$ cat config.mk
export PLATFORM = sky130hd
export DESIGN_NAME = ipa_ctrl
export DESIGN_NICKNAME = d
export VERILOG_FILES = /design/src/rtl/ipa_pkg.sv /design/src/rtl/ipa_ctrl.sv
export SDC_FILE = /design/constraint.sdc
export NUM_CORES = 1
export LEC_CHECK = 0
export CAP_MARGIN = 20
export CORE_AREA = 2 2 39 41
export CTS_CLUSTER_SIZE = 10
export DETAILED_ROUTE_END_ITERATION = 6
export DIE_AREA = 0 0 41 43
export DONT_BUFFER_PORTS = 1
export GPL_TIMING_DRIVEN = 0
export PLACE_DENSITY_LB_ADDON = 0.12
export RECOVER_POWER = 100
export SYNTH_ARGS = -nofsm -noshare
export SYNTH_HDL_FRONTEND = slang
export SYNTH_SLANG_ARGS = --single-unit
export TNS_END_PERCENT = 50
$ cat constraint.sdc
create_clock -name clk_i -period 1.6 [get_ports clk_i]
set_clock_uncertainty 0.2 [all_clocks]
set_input_delay 0.16 -clock clk_i [delete_from_list [all_inputs] [get_ports clk_i]]
set_output_delay 0.16 -clock clk_i [all_outputs]
set_load 0.02 [all_outputs]
$ cat src/rtl/ipa_pkg.sv
// Shared package for the indexed pool allocator.
// Holds field widths, operation and status codes, and the control structs
// passed between the controller and the datapath. No dependencies.
package ipa_pkg;

  localparam int unsigned POOL_SLOTS_DEF = 256;

  localparam int unsigned MODE_W   = 2;
  localparam int unsigned SLOT_W   = 8;
  localparam int unsigned STATUS_W = 2;

  localparam logic [MODE_W-1:0] MODE_ALLOC      = 2'd0;
  localparam logic [MODE_W-1:0] MODE_FREE       = 2'd1;
  localparam logic [MODE_W-1:0] MODE_WALK_RESET = 2'd2;
  localparam logic [MODE_W-1:0] MODE_WALK_STEP  = 2'd3;

  localparam logic [STATUS_W-1:0] ST_OK         = 2'd0;
  localparam logic [STATUS_W-1:0] ST_EMPTY      = 2'd1;
  localparam logic [STATUS_W-1:0] ST_ENDED      = 2'd2;
  localparam logic [STATUS_W-1:0] ST_NOT_IN_USE = 2'd3;

  // Controller to datapath
  typedef struct packed {
    logic issue;      // item accepted: latch it, launch table reads
    logic exec_fire;  // commit the first phase of the operation
    logic link_fire;  // commit the tail fix-up of an allocate
    logic load;       // capture the result into the output register
  } cmd_t;

  // Datapath to controller
  typedef struct packed {
    logic long_op;    // current item is an allocate that needs a second phase
  } sts_t;

endpackage

$ cat src/rtl/ipa_ctrl.sv
// Controller of the indexed pool allocator: sequences accept, execute and
// link phases and owns the output valid flag. Depends on ipa_pkg.
module ipa_ctrl (
  input  logic          clk_i,
  input  logic          rst_ni,
  input  logic          in_valid_i,
  output logic          in_ready_o,
  output logic          out_valid_o,
  input  logic          out_ready_i,
  input  ipa_pkg::sts_t sts_i,
  output ipa_pkg::cmd_t cmd_o
);

  localparam logic [1:0] S_IDLE = 2'd0;
  localparam logic [1:0] S_EXEC = 2'd1;
  localparam logic [1:0] S_LINK = 2'd2;

  logic [1:0] state_q, state_d;
  logic       out_valid_q, out_valid_d;
  logic       out_free;

  assign out_free   = !out_valid_q || out_ready_i;
  assign in_ready_o = (state_q == S_IDLE);

  always_comb begin
    cmd_o.issue     = in_valid_i && (state_q == S_IDLE);
    cmd_o.exec_fire = (state_q == S_EXEC) && (sts_i.long_op || out_free);
    cmd_o.link_fire = (state_q == S_LINK) && out_free;
    cmd_o.load      = (cmd_o.exec_fire && !sts_i.long_op) || cmd_o.link_fire;
  end

  always_comb begin
    state_d = state_q;
    case (state_q)
      S_IDLE: begin
        if (cmd_o.issue) state_d = S_EXEC;
      end
      S_EXEC: begin
        if (cmd_o.exec_fire) state_d = sts_i.long_op ? S_LINK : S_IDLE;
      end
      S_LINK: begin
        if (cmd_o.link_fire) state_d = S_IDLE;
      end
      default: state_d = S_IDLE;
    endcase
  end

  always_comb begin
    out_valid_d = out_valid_q;
    if (cmd_o.load) begin
      out_valid_d = 1'b1;
    end else if (out_ready_i) begin
      out_valid_d = 1'b0;
    end
  end

  always_ff @(posedge clk_i or negedge rst_ni) begin
    if (!rst_ni) begin
      state_q     <= S_IDLE;
      out_valid_q <= 1'b0;
    end else begin
      state_q     <= state_d;
      out_valid_q <= out_valid_d;
    end
  end

  assign out_valid_o = out_valid_q;

  // An accepted item always moves on to the execute phase.
  a_issue_to_exec: assert property (@(posedge clk_i) disable iff (!rst_ni)
    cmd_o.issue |=> state_q == S_EXEC)
    else $error("accepted item did not enter execute phase");

  // The link phase only follows an allocate that left the execute phase.
  a_link_entry: assert property (@(posedge clk_i) disable iff (!rst_ni)
    (state_q == S_LINK) |-> ($past(state_q) == S_EXEC || $past(state_q) == S_LINK))
    else $error("link phase entered without an allocate");

  // A new result never overwrites one still waiting downstream.
  a_no_overwrite: assert property (@(posedge clk_i) disable iff (!rst_ni)
    cmd_o.load |-> (!out_valid_q || out_ready_i))
    else $error("result register overwritten while held");

  // A pending result is only raised by a load.
  a_valid_from_load: assert property (@(posedge clk_i) disable iff (!rst_ni)
    $rose(out_valid_q) |-> $past(cmd_o.load))
    else $error("output valid raised without a load");

endmodule

== Word level (Yosys, flattened, before mapping) ==
Cells that the tools add are included.
Word-level totals
  word-level logic and storage cells: 26
  bits of input ports: 5
  register bits: 3
Cells by class
  mux-type cells: 7
  eq/ne operators: 5
  reduce and logical (&&, ||, !) cells: 12
Operator list (number)
  $mux W2: 4
  $pmux W2 S3: 1
  $logic_and A1 B1 Y1: 4
  $ne A2 B2 Y1 const B: 2
  $logic_or A1 B1 Y1: 3
  $reduce_and A3 Y1: 1
  $eq A2 B1 Y1 const B: 1
  $eq A2 B2 Y1 const B: 1
  $logic_not A1 Y1: 2
  $logic_not A2 Y1: 1
  $mux W1: 2
  $ne A2 B1 Y1 const B: 1
  $reduce_bool A2 Y1: 1

== Depth between registers and ports, before layout ==
  word-level depth: 7
  mapped depth: 3
  gate-level depth less buffers: 2

== Worst setup path after synthesis ==
Ideal clock, no wire load.
  kind: register -> output
  start: reg state_q[1]
  end: out cmd_o[0] in the netlist's numbering
  buffers on the path: 1
  required time: 1.240 ns
  arrival: 1.061 ns
  stages on the path, launching flop included: 4
  slack: 0.179 ns
  path through: dfrtp_1 or3b_1 a21oi_2 buf_4
RTL lines
  start, declared: RTL line ipa_ctrl.sv:18  | logic [1:0] state_q, state_d;
  start signal, assigned: RTL line ipa_ctrl.sv:62  | state_q <= state_d;
  end, declared: RTL line ipa_ctrl.sv:11  | output ipa_pkg::cmd_t cmd_o

==> PnR_summary.wiki <==
{| class="wikitable"
! Metric !! Value
|-
| Number of CTS-inserted buffers || 3
|-
| Top-area cell type share of the netlist area || 41.10%
|-
| Fraction of layout cells with a size suffix above 1 || 31.03%
|-
| Nets || 35
|-
| Fraction of registers with async set/reset || 100.0%
|-
| Run status || finished with violations
|-
| Total count of hold-check failures in the final report || 2
|-
| Arrival time at the worst endpoint || 1.31 ns
|-
| WHS || -0.06879 ns
|-
| Drt total wl || 467 µm
|-
| H-tree lvl count || 1
|-
| Maximum capacitance violations || 0
|-
| Share of the synthesized netlist area taken by xor and xnor gates || 0%
|-
| Synthesized net count || 25
|-
| Growth of design area from synthesis to finish || 63.01%
|-
| Worst min path class || in -> reg
|-
| Warning count from the yosys run || 0
|-
| Effective utilization at floorplan || 13.20%
|-
| Number of global-route vias before repair || 192
|-
| Synthesized area divided by synthesized cell count || 9.134 µm²
|-
| Post-synthesis share of cell area spent on full adders, half adders and majority gates || 0%
|-
| Cell count after synthesis || 20
|-
| Detailed-route via count || 174
|-
| Measured slew at the worst slew-check pin || 0.4043 ns
|-
| Peak ir drop on the vdd network || 0.0003016 V
|-
| Port Buf Inserts || 0
|-
| Hold Buf Count CTS || 5
|-
| CTS tree || yes
|-
| Full die area || 1763 µm²
|-
| Die outline width || 41 µm
|-
| Standby leakage power || 0.1227 nW
|-
| DRC viols || 0
|-
| Worst relative slew slack || 72.95%
|-
| Cell chosen for the clock root || sky130_fd_sc_hd__clkbuf_4
|-
| Clock slew at reported path FFs || 0.04 ns
|-
| Remaining global-route overflow || 0
|-
| Total routing usage reported by global routing || 6.237%
|-
| Violations in the final reports || negative hold slack, negative setup slack
|-
| Count of filler cells inserted in the layout || 167
|-
| Area of the core || 1384 µm²
|-
| Count of state elements after synthesis || 3
|-
| 1st-pass router iterations || 1
|-
| GPL Wtd Cong || 0.5622
|-
| Minimum setup slack in the final design || -0.06726 ns
|-
| Dominant synthesized flop cell || sky130_fd_sc_hd__dfrtp_1
|-
| Count of endpoints failing setup in the final report || 2
|-
| Netlist area before placement || 182.7 µm²
|-
| Worst skew pair latency || 0.23 ns
|-
| Initial antenna violation count || 0
|-
| Number of routed nets with antenna violations || 0
|-
| Multiplexer share of the synthesized area || 0%
|-
| P per Cell Area || 1252 nW/µm²
|-
| Final core occ || 21.52%
|-
| Area fraction in compound gates after synthesis || 13.70%
|-
| Clock sink total || 3
|-
| Maximum fanout along the worst path || 5
|-
| CP endpoint kind || output pin
|-
| Cell row count || 14
|-
| Setup repair after global routing missed its margin || true
|-
| Classification of the worst setup path || reg -> out
|-
| Peak clock frequency supported by timing || 599.8 MHz
|-
| Total area of sequential cells || 75.07 µm²
|-
| Sequential share of the synthesized area || 41.10%
|-
| Count of antenna diodes in the layout || 0
|-
| Launching element type of the critical path || flip-flop
|-
| Slew Limit Fails || 0
|-
| Iteration-0 DRC count of the detailed router || 0
|-
| Final period utilization || 104.2%
|-
| DR vias/cell || 3.867
|-
| Post-synthesis simple-gate area fraction || 39.04%
|-
| Post-route minimum period || 1.667 ns
|-
| Detail-routed net length per standard cell || 10.38 µm
|-
| Vertical die dimension || 43 µm
|-
| Main combinational cell family by area after synthesis || simple AND/OR/NAND/NOR gates
|-
| Data required time at the worst endpoint || 1.24 ns
|-
| Cell taking the most area after synthesis || sky130_fd_sc_hd__dfrtp_1
|-
| Multi-input logic area || 115.1 µm²
|-
| Number of synthesized flops with an enable pin || 0
|-
| HPWL Detailed || 350.9 µm
|-
| Area contributors post-synth || sky130_fd_sc_hd__dfrtp_1 (41%), sky130_fd_sc_hd__nand2b_1 (10%), sky130_fd_sc_hd__nand4bb_1 (6.2%)
|-
| Total Neg Setup Slack || -0.1216 ns
|-
| Maximum clock insertion buffer count || 2
|-
| Pin count of the biggest net entering global routing || 7
|-
| Wire length of the first global-routing pass || 662 µm
|-
| Unique cell type count in the Yosys netlist || 14
|-
| Top Ports || 11
|}
==> synth_stat cells, types with 2 or more instances <==
| library cell | count |
|---|---|
| sky130_fd_sc_hd__dfrtp_1 | 3 |
| sky130_fd_sc_hd__nand2b_1 | 3 |
| sky130_fd_sc_hd__a21oi_1 | 2 |
| sky130_fd_sc_hd__nor2_1 | 2 |
==> critical path, stage by stage, from the launching register on <==
cell and delay (ns):
sky130_fd_sc_hd__dfrtp_1 0.41, sky130_fd_sc_hd__or3b_4 0.40, sky130_fd_sc_hd__a21oi_2 0.12, sky130_fd_sc_hd__buf_4 0.14
==> layout make-up <==
cell class | count | area share, %
inverters | 1 | 1.261
plain buffers | 1 | 2.521
repair buffers | 5 | 16.81
multi-input cells | 15 | 38.66
clock buffers | 4 | 8.824
flip-flops and latches | 3 | 25.21
well taps | 16 | 6.723
==> timing repair <==
action                                  CTS  global route
pin swaps                                 2             0
endpoints found under the setup margin    4             4
resized for setup                         3             2
buffers inserted                          0             0
endpoints found under the hold margin     6             2
==> routing by layer <==
layer | wire length, µm | vias up | global-route usage (%) | part of all wire, %
met5 | 0 | - | 0 | 0
met4 | 0 | 0 | 8.000 | 0
met3 | 45 | 0 | 1.571 | 9.6
met2 | 253 | 6 | 8.750 | 54
met1 | 168 | 84 | 6.149 | 36
li1 | - | 84 | - | -
==> registers in the layout, indices dropped and copies added, names as in the netlist <==
| name | flops |
|---|---|
| out_valid_o | 1 |
| state_q | 2 |
==> worst paths after layout <==
kind / cells past startpoint / end / from / slack (ns)
max: 3 / cmd_o[0] / state_q[1] / -0.07
min: 2 / state_q[0] / sts_i / -0.07
max reg2reg: 2 / out_valid_o / state_q[1] / 0.43
min reg2reg: 1 / state_q[0] / state_q[1] / 0.31
max in group asynchronous: 2 / out_valid_o / rst_ni / 0.55
min in group asynchronous: 2 / state_q[0] / rst_ni / 0.51
==> cell usage in the layout, fill, tap and decap left out, drive strengths merged <==
cell type | synthesis | routed
a21oi | 3 | 3
inv | 1 | 1
nand3 | 1 | 1
and2 | 1 | 1
clkbuf | 0 | 4
dfrtp | 3 | 3
nand4bb | 1 | 1
or2b | 1 | 1
or3b | 1 | 1
nand2b | 3 | 3
nor2 | 2 | 2
nor2b | 1 | 1
buf | 1 | 1
dlygate4sd3 | 0 | 5
o22ai | 1 | 1
==> stage by stage <==
step	instances	worst slack, ns	hold WS [ns]	power, W	area [µm²]
after floorplan	20	0.1790	-0.3356	0.0002025	182.7
after global placement	36	0.1278	-0.3355	0.0002189	202.7
after detailed placement	36	0.1204	-0.3355	0.0002188	202.7
after CTS	45	-0.08119	-0.07213	0.0003766	287.8
after global routing	45	-0.1450	-0.04959	0.0003970	297.8
final	45	-0.06726	-0.06879	0.0003727	297.8
==> kinds of logic (layout without fill, tap and decap cells) <==
kind of cell           Yosys count  after routing
flip-flops                       3              3
buffers and inverters            2             11
AND/OR/NAND/NOR                 11             11
AO/OA/AOI/OAI                    4              4
==> report_power, final <==
part / total, W / switching [W] / internal, W
Sequential: 0.000121 / 0.0000292 / 0.0000917
Combinational: 0.000121 / 0.0000708 / 0.0000503
Clock: 0.000131 / 0.0000373 / 0.0000933
Total: 0.000373 / 0.000137 / 0.000235
Power figures use the tool's default switching activity.
